File: config.mk
export PLATFORM = sky130hd
export DESIGN_NAME = gtg_cell
export DESIGN_NICKNAME = d
export VERILOG_FILES = /design/src/hdl/gtg_pkg.sv /design/src/hdl/gtg_cell.sv
export SDC_FILE = /design/constraint.sdc
export NUM_CORES = 1
export LEC_CHECK = 0
export BUFFER_PORTS_ARGS = -buffer_cell sky130_fd_sc_hd__clkbuf_2
export CORE_MARGIN = 1
export CORE_UTILIZATION = 51
export CTS_CLUSTER_SIZE = 20
export DETAILED_ROUTE_END_ITERATION = 8
export PLACE_DENSITY = 0.81
export SLEW_MARGIN = 20
export SYNTH_ARGS = -nofsm -noshare
export SYNTH_HDL_FRONTEND = slang
export SYNTH_SLANG_ARGS = --single-unit
File: constraint.sdc
create_clock -name clock -period 4 [get_ports clock]
set_input_delay 0.2 -clock clock [delete_from_list [all_inputs] [get_ports clock]]
set_output_delay 0.2 -clock clock [all_outputs]
set_load 0.01 [all_outputs]
File: src/hdl/gtg_pkg.sv
package gtg_pkg;

   localparam int MAX_STAGES = 24;

   localparam logic signed [24:0] PI_Q20      = 25'sd3294199;
   localparam logic signed [24:0] TWO_PI_Q20  = 25'sd6588398;
   localparam logic signed [24:0] HALF_PI_Q20 = 25'sd1647099;
   localparam logic signed [30:0] INV_K_Q30   = 31'sd652032874;

   localparam logic [2:0] CSR_GOAL_X       = 3'd0;
   localparam logic [2:0] CSR_GOAL_Y       = 3'd1;
   localparam logic [2:0] CSR_GOAL_ENABLE  = 3'd2;
   localparam logic [2:0] CSR_LINEAR_GAIN  = 3'd3;
   localparam logic [2:0] CSR_ANGULAR_GAIN = 3'd4;
   localparam logic [2:0] CSR_DIST_THRESH  = 3'd5;

   typedef struct packed {
      logic signed [15:0] pose_x;
      logic signed [15:0] pose_y;
      logic signed [15:0] heading;
   } req_type;

   typedef struct packed {
      logic [14:0]        linear_speed;
      logic signed [15:0] angular_speed;
   } rsp_type;

   // Vectoring (v*) and rotation (r*) datapaths travel side by side.
   typedef struct packed {
      logic               valid;
      logic               zero;
      logic signed [15:0] heading;
      logic signed [31:0] vx;
      logic signed [31:0] vy;
      logic signed [23:0] vz;
      logic signed [31:0] rx;
      logic signed [31:0] ry;
      logic signed [23:0] ra;
   } cell_type;

   function automatic logic signed [23:0] atan_q20(input logic [4:0] idx);
      logic signed [23:0] r;
      case (idx)
         5'd0:  r = 24'sd823550;
         5'd1:  r = 24'sd486170;
         5'd2:  r = 24'sd256879;
         5'd3:  r = 24'sd130396;
         5'd4:  r = 24'sd65451;
         5'd5:  r = 24'sd32757;
         5'd6:  r = 24'sd16383;
         5'd7:  r = 24'sd8192;
         5'd8:  r = 24'sd4096;
         5'd9:  r = 24'sd2048;
         5'd10: r = 24'sd1024;
         5'd11: r = 24'sd512;
         5'd12: r = 24'sd256;
         5'd13: r = 24'sd128;
         5'd14: r = 24'sd64;
         5'd15: r = 24'sd32;
         5'd16: r = 24'sd16;
         5'd17: r = 24'sd8;
         5'd18: r = 24'sd4;
         5'd19: r = 24'sd2;
         5'd20: r = 24'sd1;
         default: r = 24'sd0;
      endcase
      return r;
   endfunction

endpackage

File: src/hdl/gtg_cell.sv
module gtg_cell
   import gtg_pkg::*;
#(
   parameter int SHIFT = 0
)
(
   input  logic     clock,
   input  logic     reset,
   input  cell_type prev,
   output cell_type cell_out
);

   localparam logic [4:0]         IDX  = 5'(SHIFT);
   localparam logic signed [23:0] ATAN = atan_q20(IDX);

   cell_type cell_in;
   cell_type cell_ff;

   always_comb begin
      cell_in = prev;
      if (prev.vy < 32'sd0) begin
         cell_in.vx = prev.vx - (prev.vy >>> SHIFT);
         cell_in.vy = prev.vy + (prev.vx >>> SHIFT);
         cell_in.vz = prev.vz - ATAN;
      end else begin
         cell_in.vx = prev.vx + (prev.vy >>> SHIFT);
         cell_in.vy = prev.vy - (prev.vx >>> SHIFT);
         cell_in.vz = prev.vz + ATAN;
      end
      if (prev.ra >= 24'sd0) begin
         cell_in.rx = prev.rx - (prev.ry >>> SHIFT);
         cell_in.ry = prev.ry + (prev.rx >>> SHIFT);
         cell_in.ra = prev.ra - ATAN;
      end else begin
         cell_in.rx = prev.rx + (prev.ry >>> SHIFT);
         cell_in.ry = prev.ry - (prev.rx >>> SHIFT);
         cell_in.ra = prev.ra + ATAN;
      end
   end

   always_ff @(posedge clock) begin
      if (reset) begin
         cell_ff <= '0;
      end else begin
         cell_ff <= cell_in;
      end
   end

   assign cell_out = cell_ff;

endmodule

==> Word-level counts from Yosys, hierarchy flattened <==
Cells that the tools add are included.
{ "word_totals": {"regBits": 194, "input_bits": 196, "out_inout_bits": 194, "wordCells": 23} }
{ "op_classes": {"n_addsub": 10, "magnitude_cmp": 2, "muxes": 2} }
{ "ops": {"columns": ["op", "count"], "rows": [
  ["$mux 88", 2],
  ["$sub 32x32->32", 4],
  ["$add 32x32->32", 2],
  ["$add 24x21->24 const B", 2],
  ["$sub 24x21->24 const B", 2],
  ["$lt 32x1->1 const B", 1],
  ["$ge 24x1->1 const B", 1]
]} }

==> Logic depth before layout (Yosys ltp) <==
{ "logic_depth": {"ltp_word": 2, "mapped_depth": 19, "ltp_nobuf": 17} }

==> Worst setup path before layout <==
No wires, ideal clock.
{ "synth_timing": {"path_type": "input to register", "startpoint": "input port prev[23] in the netlist's numbering", "endpoint": "register cell_ff, in the netlist cell_out[22]", "setup_ns": 0.123, "arrival_ns": 4.049, "t_required_ns": 3.877, "slack_ns": -0.172, "stages": 19, "path_buffers": 2, "cell_sequence": "inv_1 -> ha_1 -> nor4b_1 -> nand4_1 -> o21ai_0 -> inv_1 -> clkbuf_1 -> buf_1 -> ha_1 -> a21o_1 -> a21oi_1 -> nand2b_1 -> a21boi_1 -> o211a_1 -> o311ai_2 -> a21oi_1 -> a211o_1 -> a221oi_1 -> mux2_1"} }
{ "synth_between": {"elab_chain_len": 2} }
{ "synth_lines": {"columns": ["item", "line", "source"], "rows": [
  ["start, declared", "gtg_cell.sv:9", "input cell_type prev,"],
  ["$ge 24x1->1", "gtg_cell.sv:30", "if (prev.ra >= 24'sd0) begin"],
  ["$mux 88", "gtg_cell.sv:30", null],
  ["end signal, assigned", "gtg_cell.sv:45", "cell_ff <= cell_in;"],
  ["end, declared", "gtg_cell.sv:17", "cell_type cell_ff;"]
]} }
Every way passes these cells.
A chain may end at the register's enable or synchronous reset.

==> Worst setup path in the final report <==
Ends and elaborated chain as after synthesis.

==> metrics.csv <==
stage,metric,value,unit
clocking,"Clk pin slew, worst setup/hold paths",0.08,ns
clocking,Root Driver,clkbuf_16,
timing,max-slew violation count,0,
power,Peak VDD IR,0.000349,V
global_routing,Total GRT Usage,33.0,%
global_routing,first-pass GRT wire length,89.6,mm
drt,Via Count,18100,
drt,top routing layer used,met5,
worst_setup_path,WP data arrival,3.75,ns
hold_path,hold_sp,prev[190],
synthesis,Synth area leaders,"dfxtp_1 22%, ha_1 17%, nor2_1 7.3%",
drt,WL met1,23.5,mm
synthesis,post-synth top area share,22.3,%
drt,routed length on met3,4.43,mm
hold_path,worst min path class,input port to flip-flop,
worst_setup_path,critical path peak fanout,3,
timing,post-layout min period,3.39,ns
finish,fin util,61.7,%
die,initial core utilization,52.4,%
placement,Final GP Congestion,1.00,
status,outcome,"finished, final reports clean",
timing,Setup TNS,0,ns
die,die area,0.0345,mm^2
die,Die W,186,um
worst_setup_path,required time worst endpoint,4.36,ns
clocking,CTS Buf Count,17,
drt,DR WL met2,27.3,mm
placement,placed inst area,0.0195,mm^2
synthesis,Syn Area/Cell,7.53,um^2
worst_setup_path,CP endpoint kind,flip-flop,
finish,area grow syn2layout,17.8,%
clocking,CTS resizes,0,
drt,drt drc,0,
drt,final wirelength,58.0,mm
placement,Place WS,0.124,ns
synthesis,Post-synth EDFFs,0,
timing,max_slew headroom,31.6,%
power,Pleak,0.0100,uW
synthesis,"count leader, synth",nor2_1,
global_routing,vias in the first global route,17100,
clocking,clock buffer depth,2,
placement,detailed placer's ending HPWL,45.7,mm
timing,RSZ-0062 raised after global routing,no,
placement,input/output buffers,389,
global_routing,pin count of the biggest net entering global routing,100,
drt,Final ANT Viol Nets,0,
clocking,Sink Count,192,
timing,maximum clock rate,0.295,GHz
timing,Final Hold Vio Count,0,
worst_setup_path,worst path cell trace,clkbuf_2 -> inv_1 -> ha_1 -> nor4b_1 -> nand4_1 -> o21ai_4 -> inv_2 -> ha_1 -> a21o_1 -> a21oi_1 -> nand2b_1 -> a21boi_1 -> o211a_1 -> o311ai_2 -> a21oi_1 -> a211o_1 -> a221oi_1 -> mux2_1,
die,num rows,66,
synthesis,Yosys reg bits,192,
global_routing,GRT overflow,0,
synthesis,"Cell Area, Synth",0.0172,mm^2
clocking,H-tree Lvls,4,
worst_setup_path,Crit path largest cell delay,0.35,ns
drt,DR iter-0 viols,1735,
synthesis,synthesized instance count,2285,
hold_path,Hold Path Depth,2,
timing,Worst Max-Slew Pin Slew,1.03,ns
run,max-cap viol count,0,
drt,routed len/inst,18.8,um
finish,share of cells above drive strength 1,18.4,%
drt,Pre-antenna DRT Iters,6,
timing,Final period util,84.9,%
clocking,CTS tree,done,
synthesis,top post-synthesis cells by count,"334 x nor2_1, 229 x ha_1, 219 x a21oi_1",
die,Core Footprint,0.0329,mm^2
synthesis,sequential element share of the synthesized area,22.3,%
worst_setup_path,CP max stage cell,mux2_1,
worst_setup_path,startpoint types,input port,
finish,Largest register FFs,192,
clocking,# Post-CTS Setup Buffers,0,
timing,fin worst setup slack,0.605,ns
drt,via density per instance,5.87,
die,Ports,390,
synthesis,"Distinct cells, synth",80,
synthesis,warnings from Yosys,0,
synthesis,Synth area leader,dfxtp_1,
synthesis,Synth Net Count,2718,
finish,nets@finish,3055,
finish,final instance area,0.0203,mm^2
power,Pwr per Cell Area,340,mW/mm^2
worst_setup_path,critical path class,input port to flip-flop,
synthesis,Post-synth top flop,dfxtp_1,
global_routing,initial antenna violation count,7,
synthesis,Async SR Flop Fraction,0,%
die,Die Height,186,um
timing,final setup vio count,0,
hold_path,hold endpoint,cell_out[190],
clocking,cts hold-fix bufs,16,
==> report_power, final <==
part	total [uW]	internal, uW	switching, uW
sequential	2260	2160	91.1
combinational	2790	1090	1700
clock	1840	905	935
total	6890	4160	2720
==> layout by cell type (no fill, tap or decap), drive strengths merged, types with 7 or more instances in the layout <==
master and n:
dlygate4sd3 17, ha 229, clkinv 8, or2 16
dfxtp 192, a21oi 219, o211ai 17, nor2b 50
and2 11, nor2 334, xor2 30, a211oi 34
a2111oi 7, fa 8, clkbuf 404, nand2b 22
mux2i 27, buf 28, a221oi 11, nand2 93
o21bai 43, xnor2 106, o21ai 153, nand3 27
o211a 8, nor3 38, nand4 22, a21boi 7
o31ai 23, or3 12, o21a 15, o311ai 7
a21o 66, a22oi 8, nor4 11, a31oi 21
inv 214
==> worst max-delay path by stage <==
| stage | from | slack, ns | end |
|---|---|---|---|
| detailed placement | prev[23] | 0.12 | cell_out[22] |
| CTS | prev[23] | 0.60 | cell_out[22] |
| finish | prev[23] | 0.61 | cell_out[22] |
| floorplan | prev[23] | 0.05 | cell_out[22] |
| global route | prev[23] | 0.20 | cell_out[23] |
| global placement | prev[23] | 0.18 | cell_out[22] |
==> layout make-up <==
class	count	area [um^2]
Antenna cell	6	15.0
Clock inverter	15	189
Clock buffer	17	425
Tap cell	442	553
Sequential cell	192	3840
Inverter	209	785
Multi-Input combinational cell	1770	12100
Timing Repair Buffer	432	2320
Fill cell	3028	12600
==> metal layers <==
layer,GRT usage (%),vias up
li1,-,8601
met3,5.95,175
met1,39.8,8423
met4,17.7,2
met2,55.6,893
met5,0,-
==> cells by family after synthesis <==
family,synth area share (%)
AO/OA/AOI/OAI,26.3
XOR/XNOR,6.92
adder cells (fa/ha/maj),17.6
buffers and inverters,7.19
flip-flops,22.3
multiplexers,1.96
AND/OR/NAND/NOR,17.7
==> worst max-delay path: cells and delay by family <==
| family | cells | cell delay, ns |
|---|---|---|
| adder cells (fa/ha/maj) | 2 | 0.40 |
| AO/OA/AOI/OAI | 9 | 1.94 |
| buffers and inverters | 3 | 0.27 |
| AND/OR/NAND/NOR | 3 | 0.60 |
| multiplexers | 1 | 0.35 |
==> through the flow <==
step           total power (uW)  hold WS [ns]  cells
2_1_floorplan              4060         0.272   2285
3_3_place_gp               4980         0.414   3028
3_5_place_dp               5010         0.418   3028
4_1_cts                    6860       0.00344   3076
5_1_grt                    7250       0.00445   3083
6_report                   6890      0.000613   3083
(Power assumes the default switching activity.)
