==> src/hdl/gtg_pkg.sv <==
package gtg_pkg;

   localparam int MAX_STAGES = 24;

   localparam logic signed [24:0] PI_Q20      = 25'sd3294199;
   localparam logic signed [24:0] TWO_PI_Q20  = 25'sd6588398;
   localparam logic signed [24:0] HALF_PI_Q20 = 25'sd1647099;
   localparam logic signed [30:0] INV_K_Q30   = 31'sd652032874;

   localparam logic [2:0] CSR_GOAL_X       = 3'd0;
   localparam logic [2:0] CSR_GOAL_Y       = 3'd1;
   localparam logic [2:0] CSR_GOAL_ENABLE  = 3'd2;
   localparam logic [2:0] CSR_LINEAR_GAIN  = 3'd3;
   localparam logic [2:0] CSR_ANGULAR_GAIN = 3'd4;
   localparam logic [2:0] CSR_DIST_THRESH  = 3'd5;

   typedef struct packed {
      logic signed [15:0] pose_x;
      logic signed [15:0] pose_y;
      logic signed [15:0] heading;
   } req_type;

   typedef struct packed {
      logic [14:0]        linear_speed;
      logic signed [15:0] angular_speed;
   } rsp_type;

   // Vectoring (v*) and rotation (r*) datapaths travel side by side.
   typedef struct packed {
      logic               valid;
      logic               zero;
      logic signed [15:0] heading;
      logic signed [31:0] vx;
      logic signed [31:0] vy;
      logic signed [23:0] vz;
      logic signed [31:0] rx;
      logic signed [31:0] ry;
      logic signed [23:0] ra;
   } cell_type;

   function automatic logic signed [23:0] atan_q20(input logic [4:0] idx);
      logic signed [23:0] r;
      case (idx)
         5'd0:  r = 24'sd823550;
         5'd1:  r = 24'sd486170;
         5'd2:  r = 24'sd256879;
         5'd3:  r = 24'sd130396;
         5'd4:  r = 24'sd65451;
         5'd5:  r = 24'sd32757;
         5'd6:  r = 24'sd16383;
         5'd7:  r = 24'sd8192;
         5'd8:  r = 24'sd4096;
         5'd9:  r = 24'sd2048;
         5'd10: r = 24'sd1024;
         5'd11: r = 24'sd512;
         5'd12: r = 24'sd256;
         5'd13: r = 24'sd128;
         5'd14: r = 24'sd64;
         5'd15: r = 24'sd32;
         5'd16: r = 24'sd16;
         5'd17: r = 24'sd8;
         5'd18: r = 24'sd4;
         5'd19: r = 24'sd2;
         5'd20: r = 24'sd1;
         default: r = 24'sd0;
      endcase
      return r;
   endfunction

endpackage

==> src/hdl/gtg_pre.sv <==
module gtg_pre
   import gtg_pkg::*;
(
   input  logic               clock,
   input  logic               reset,
   input  logic               accept,
   input  req_type            req,
   input  logic signed [15:0] goal_x,
   input  logic signed [15:0] goal_y,
   output cell_type           cell_out
);

   logic signed [16:0] dx;
   logic signed [16:0] dy;
   logic signed [31:0] sx;
   logic signed [31:0] sy;
   logic signed [24:0] a0;
   logic signed [24:0] a1;
   logic signed [24:0] a2;
   cell_type           cell_in;
   cell_type           cell_ff;

   always_comb begin
      dx = {goal_x[15], goal_x} - {req.pose_x[15], req.pose_x};
      dy = {goal_y[15], goal_y} - {req.pose_y[15], req.pose_y};
      sx = {{3{dx[16]}}, dx, 12'b0};
      sy = {{3{dy[16]}}, dy, 12'b0};

      cell_in.valid   = accept;
      cell_in.zero    = (dx == 17'sd0) && (dy == 17'sd0);
      cell_in.heading = req.heading;

      // Bring the offset into the right half plane before vectoring.
      cell_in.vx = sx;
      cell_in.vy = sy;
      cell_in.vz = 24'sd0;
      if (sx < 32'sd0) begin
         if (sy >= 32'sd0) begin
            cell_in.vx = sy;
            cell_in.vy = -sx;
            cell_in.vz = HALF_PI_Q20[23:0];
         end else begin
            cell_in.vx = -sy;
            cell_in.vy = sx;
            cell_in.vz = -HALF_PI_Q20[23:0];
         end
      end

      // The heading spans at most one extra turn, so one correction suffices.
      a0 = -{req.heading[15], req.heading, 8'b0};
      if (a0 > PI_Q20) begin
         a1 = a0 - TWO_PI_Q20;
      end else if (a0 < -PI_Q20) begin
         a1 = a0 + TWO_PI_Q20;
      end else begin
         a1 = a0;
      end

      cell_in.rx = sx;
      cell_in.ry = sy;
      a2 = a1;
      if (a1 > HALF_PI_Q20) begin
         cell_in.rx = -sy;
         cell_in.ry = sx;
         a2 = a1 - HALF_PI_Q20;
      end else if (a1 < -HALF_PI_Q20) begin
         cell_in.rx = sy;
         cell_in.ry = -sx;
         a2 = a1 + HALF_PI_Q20;
      end
      cell_in.ra = a2[23:0];
   end

   always_ff @(posedge clock) begin
      if (reset) begin
         cell_ff <= '0;
      end else begin
         cell_ff <= cell_in;
      end
   end

   assign cell_out = cell_ff;

endmodule

==> config.mk <==
export PLATFORM = sky130hd
export DESIGN_NAME = gtg_pre
export DESIGN_NICKNAME = d
export VERILOG_FILES = /design/src/hdl/gtg_pkg.sv /design/src/hdl/gtg_pre.sv
export SDC_FILE = /design/constraint.sdc
export NUM_CORES = 1
export LEC_CHECK = 0
export BUFFER_PORTS_ARGS = -buffer_cell sky130_fd_sc_hd__buf_2
export CAP_MARGIN = 20
export CELL_PAD_IN_SITES_DETAIL_PLACEMENT = 0
export CELL_PAD_IN_SITES_GLOBAL_PLACEMENT = 2
export CORE_MARGIN = 2
export CORE_UTILIZATION = 30
export CTS_BUF_LIST = sky130_fd_sc_hd__clkbuf_2
export DETAILED_ROUTE_END_ITERATION = 12
export PLACE_DENSITY_LB_ADDON = 0.1
export RECOVER_POWER = 100
export SYNTH_ARGS = -nofsm -noshare
export SYNTH_HDL_FRONTEND = slang
export SYNTH_SLANG_ARGS = --single-unit
==> constraint.sdc <==
create_clock -name clock -period 6.5 [get_ports clock]
set_input_delay 0.975 -clock clock [delete_from_list [all_inputs] [get_ports clock]]
set_output_delay 0.975 -clock clock [all_outputs]
set_load 0.05 [all_outputs]
# Word-level counts from Yosys, hierarchy flattened
# Index checks and enable logic that the tools add are counted.
# totals
reg_bits	194
in_bits	83
output_inout_bits	194
word_cells	45
# classes
addsub	9
n_lt_le_gt_ge	6
mux	8
bitwise_logic	3
n_reduce_logical	7
# op_table
operator	count
2-to-1 mux 88 bit	2
2-to-1 mux 64 bit	2
negation 29 -> 32 bit	2
2-to-1 mux 25 bit	2
2-to-1 mux 24 bit	2
zero test 17 bit	2
subtractor 16 x 16 -> 17 bit	2
>= comparator 29 x 1 -> 1 bit (second input constant)	1
< comparator 29 x 1 -> 1 bit (second input constant)	1
adder 25 x 24 -> 25 bit (second input constant)	1
> comparator 25 x 22 -> 1 bit (second input constant)	1
> comparator 25 x 23 -> 1 bit (second input constant)	1
< comparator 25 x 22 -> 1 bit (second input constant)	1
< comparator 25 x 23 -> 1 bit (second input constant)	1
negation 25 bit	1
subtractor 25 x 24 -> 25 bit (second input constant)	1
adder 24 x 22 -> 24 bit (second input constant)	1
subtractor 24 x 22 -> 24 bit (second input constant)	1
OR reduction 3 bit	3
NOT 1 bit	3
OR reduction 2 bit	1
logical AND 1 bit	1

# Longest topological paths before layout
# depth
word_depth	7
depth_mapped	26
ltp_nobuf	24

# Worst setup path after synthesis
# No wires, ideal clock.
# synth_timing
kind	input port to flip-flop
start	input port req[0] (netlist bit)
end	register cell_ff, in the netlist cell_out[20]
setup_time_ns	0.128
t_arrival_ns	5.248
required_time_ns	6.372
path_slack_ns	1.124
cell_stages	21
n_path_buf	3
cell_sequence	clkbuf_1 -> clkinv_1 -> ha_1 -> nor3b_1 -> xnor2_1 -> ha_1 -> o211ai_1 -> a211oi_1 -> o221ai_1 -> a21boi_4 -> nor3_1 -> a31oi_1 -> xnor2_2 -> nand3_2 -> o31a_4 -> and2_1 -> buf_6 -> buf_6 -> a32oi_1 -> xor2_1 -> nor2_1
# synth_via
elab_chain_cells	7
word_cells_on_any_way	13
classes_between	add/sub (5); order compare (4); mux (4)
# synth_lines
item	line_no	source
start, declared	gtg_pre.sv:7	input req_type req,
negation 25 bit *	gtg_pre.sv:50	a0 = -{req.heading[15], req.heading, 8'b0};
adder 25 x 24 -> 25 bit or < comparator 25 x 23 -> 1 bit (tied branches)	gtg_pre.sv:54, gtg_pre.sv:53	
2-to-1 mux 25 bit	gtg_pre.sv:53	end else if (a0 < -PI_Q20) begin
2-to-1 mux 25 bit *	gtg_pre.sv:51	if (a0 > PI_Q20) begin
adder 24 x 22 -> 24 bit or < comparator 25 x 22 -> 1 bit (tied branches)	gtg_pre.sv:69, gtg_pre.sv:66	
2-to-1 mux 24 bit	gtg_pre.sv:66	end else if (a1 < -HALF_PI_Q20) begin
2-to-1 mux 24 bit *	gtg_pre.sv:62	if (a1 > HALF_PI_Q20) begin
end signal, assigned	gtg_pre.sv:78	cell_ff <= cell_in;
end, declared	gtg_pre.sv:21	cell_type cell_ff;
# Every way passes the cells marked *; elsewhere a longest branch is shown, timed or not.
# A chain may end at the register's enable or synchronous reset.

# Worst setup path after layout
# layout_timing
start	input port req[0] (netlist bit)
end	register cell_ff, in the netlist cell_out[46]
# layout_via
elab_chain_cells	7
word_cells_on_any_way	11
classes_between	add/sub (3); order compare (4); mux (4)
# layout_lines
item	line_no
negation 25 bit *	gtg_pre.sv:50
adder 25 x 24 -> 25 bit or < comparator 25 x 23 -> 1 bit (tied branches)	gtg_pre.sv:54, gtg_pre.sv:53
2-to-1 mux 25 bit	gtg_pre.sv:53
2-to-1 mux 25 bit *	gtg_pre.sv:51
< comparator 25 x 22 -> 1 bit	gtg_pre.sv:66
2-to-1 mux 64 bit	gtg_pre.sv:66
2-to-1 mux 64 bit *	gtg_pre.sv:62
# Marked as above.

==> run metrics <==
GRT Residual Overflow=0; violations in the final reports=capacitance limit, slew limit; setup repair after global routing missed its margin=false; proportion of netlist area held by the largest area contributor=between 20% and 30%; post-cts sizing count=0; Via density=5.05; antenna violations before repair=1; number of slew-limit violations in the final report=63; cell types with the largest area share after synthesis=dfxtp_1 26%, xnor2_1 6.1%, buf_4 5.7%; layout overhead on the synthesized area=16.6%; Boundary Pins=277; final critical-path setup slack=0.766 ns; number of buffers added on ports=228; Clock Pin Slew Worst Setup and Hold Paths=0.25 ns; placed wire-length estimate after detailed placement=25200 µm; Placement Rows=64; post-layout utilization of the core=35.7%; total instance count after detailed placement=1800; CTS tree=built; First DRT Iteration DRCs=732; aggregate global-route resource usage=19.7%; number of global-route vias before repair=around 8500; global-route wire length before repair=about 50000 µm; number of synthesized register bits=123; number of enable-type register cells in the synthesized netlist=0; cts bufs inserted=17; maximum resistive drop on vdd=between 0.0001 and 0.00015 V; Detail Route met2 WL=14200 µm; clock tree root driver cell=clkbuf_2; Final nets=between 1500 and 2000; instance count of the mapped netlist=1195; Hold Crit Class=input port to register; Cell Area, Synth=9400 µm²; actual transition at the worst max-transition pin=2.94 ns; number of library cell types mapped by synthesis=slightly above 90; critical path startpoint category=input port; routed wire length per instance=18.1 µm; share of post-route cells with drive strength above 1=13.7%; primary flip-flop cell chosen by synthesis mapping=dfxtp_1; multi-input combinational cell area=5990 µm²; number of clock sinks seen by CTS=123; drt first pass iters=5; Yosys warning total=0; Lkg Pwr=4.57 nW; wirelength, routed=33100 µm; relative slew slack=-95.8%; number of buffers inserted for hold repair after clock tree synthesis=0; setup slack after placement=0.528 ns; post-synthesis sequential area ratio=26.2%; total power density per cell area=283 nW/µm²; Crit Path Class=input port to register; mean post-synth cell area=7.87 µm²; starting utilization of the core area=a little under a third; max capacitance violation total=1; fraction of synthesis flops using an asynchronous set or reset pin=0%; post-layout power=~3.1 mW; wire length the detailed router placed on met1=16400 µm; run status=finished, violations left; clock period minus final worst setup slack=5.73 ns; data required time at the worst endpoint=7.18 ns; biggest area consumer among synthesized cells=dfxtp_1; routed length on met3=2030 µm; final total negative setup slack=0 ns; CP Max Fanout=13; type of destination of the critical path=register; critical path data arrival time=6.42 ns; overall die area=32800 µm²; vias after detailed routing=9258; core area=30700 µm²; count of antenna-violating nets left after detailed routing=0; buffer count from post-CTS setup fixing=0; Max Root-Sink Buffers=2; die width=181 µm; H-tree Lvls=4; number of flip-flops under the largest register name=123; floorplan die height=181 µm; number of fill cells in the layout=3465; hold violation count in the final report=0; footprint of the flip-flops and latches=2460 µm²; largest net degree at the start of global routing=63; final-report setup violation count=0; detailed-route DRC error count=0; final weighted congestion of routability-driven global placement=~0.80; fmax=roughly 170 MHz; fraction of the cycle the final worst path needs=88.2%; number of non-filler instances in the completed layout=1833; Max Used Layer=met4
[Yosys cell counts (5+ instances only)]
library cell,n
a32oi_1,7
buf_4,72
ha_1,43
xnor2_1,66
a21oi_1,72
o21ai_0,41
nor2b_1,25
a2bb2oi_1,5
a21o_1,9
a22oi_1,18
and2_1,9
clkbuf_1,37
a211oi_1,42
buf_2,12
or2_2,7
a211o_1,5
and3_1,16
nor3b_1,7
nor2_1,112
nand2_1,87
o21a_1,10
o22ai_1,7
dfxtp_1,123
nor4_1,10
nand3b_1,6
buf_6,6
nor3_1,26
o21bai_1,6
nand4_1,5
inv_1,68
or3_1,14
nand2b_1,18
a31oi_1,16
xor2_1,37
o211ai_1,9
a311oi_1,5
nand3_1,34
[layout by cell type, fill, tap and decap left out, types with 8 or more instances in the layout]
| cell | n |
|---|---|
| nand2b_1 | 18 |
| a21o_1 | 9 |
| buf_2 | 80 |
| nor2_1 | 112 |
| conb_1 | 48 |
| buf_4 | 41 |
| a31oi_1 | 16 |
| a22oi_1 | 19 |
| nor3_1 | 27 |
| ha_1 | 43 |
| a21oi_1 | 73 |
| nor2b_1 | 25 |
| clkbuf_2 | 17 |
| nand3_1 | 34 |
| inv_1 | 69 |
| clkbuf_1 | 159 |
| dfxtp_1 | 123 |
| or3_1 | 14 |
| a211oi_1 | 43 |
| o21a_1 | 10 |
| buf_12 | 8 |
| and3_1 | 16 |
| o21ai_0 | 41 |
| nor4_1 | 10 |
| xor2_1 | 37 |
| nand2_1 | 88 |
| xnor2_1 | 67 |
| o211ai_1 | 9 |
[metrics by stage]
step / area, µm² / hold slack, ns
final: 11000 / 0.409
after global routing: 11000 / 0.345
after CTS: 11300 / 0.320
after detailed placement: 11000 / 1.20
after global placement: 11000 / 1.19
after floorplan: 9580 / 1.10
[worst max-delay path, stage by stage]
cell and delay, ns:
clkbuf_1 0.09, buf_4 0.18, nor3_1 0.70, xnor2_1 0.43
ha_1 0.34, o211ai_1 0.12, a211oi_1 0.08, o221ai_1 0.44
a21bo_1 0.34, nand2_1 0.12, buf_4 0.21, or3_1 0.38
a21oi_1 0.23, o2111ai_1 0.19, o211a_1 0.48, a21oi_1 0.41
buf_12 0.19, clkbuf_1 0.23, nand2_1 0.09, a21oi_1 0.16
[path summary, 6_finish.rpt]
check / startpoint / end / depth (start not counted)
hold / removal: accept / cell_out[193] / 2
setup / recovery: req[0] / cell_out[46] / 20
[area by class of cell]
class	count	area share (%)
diodes	1	0.0228
clock buffers	17	0.776
clock inverters	15	1.62
inverters	71	2.43
multi-input cells	919	54.6
flip-flops and latches	123	22.5
well taps	396	4.52
repair buffers	291	13.6
[logic make-up (layout without fill, tap and decap cells)]
group | Yosys count | count (layout) | share of synthesized area, %
buffers and inverters | 200 | 394 | 11.5
muxes | 2 | 2 | 0.226
other | 1 | 49 | 0.0399
AOI/OAI and AO/OA | 318 | 318 | 24.1
adders and majority gates | 45 | 45 | 6.15
and+or+nand+nor | 399 | 399 | 21.6
DFF | 123 | 123 | 26.2
xor gates and xnor gates | 107 | 107 | 10.3
[where the power goes]
group          internal (mW)  total, mW  switching (mW)  leakage, nW
logic                  0.450       1.60            1.15         3.40
registers              0.871      0.920          0.0486         1.02
clock network          0.193      0.577           0.383        0.155
total                   1.51       3.10            1.59         4.57
[per-layer routing]
| layer | up-vias | track usage, % |
|---|---|---|
| li1 | 4575 | - |
| met1 | 4328 | 28.6 |
| met2 | 327 | 30.2 |
| met3 | 28 | 3.65 |
| met4 | 0 | 4.49 |
| met5 | - | 0 |
Power figures use the tool's default switching activity.
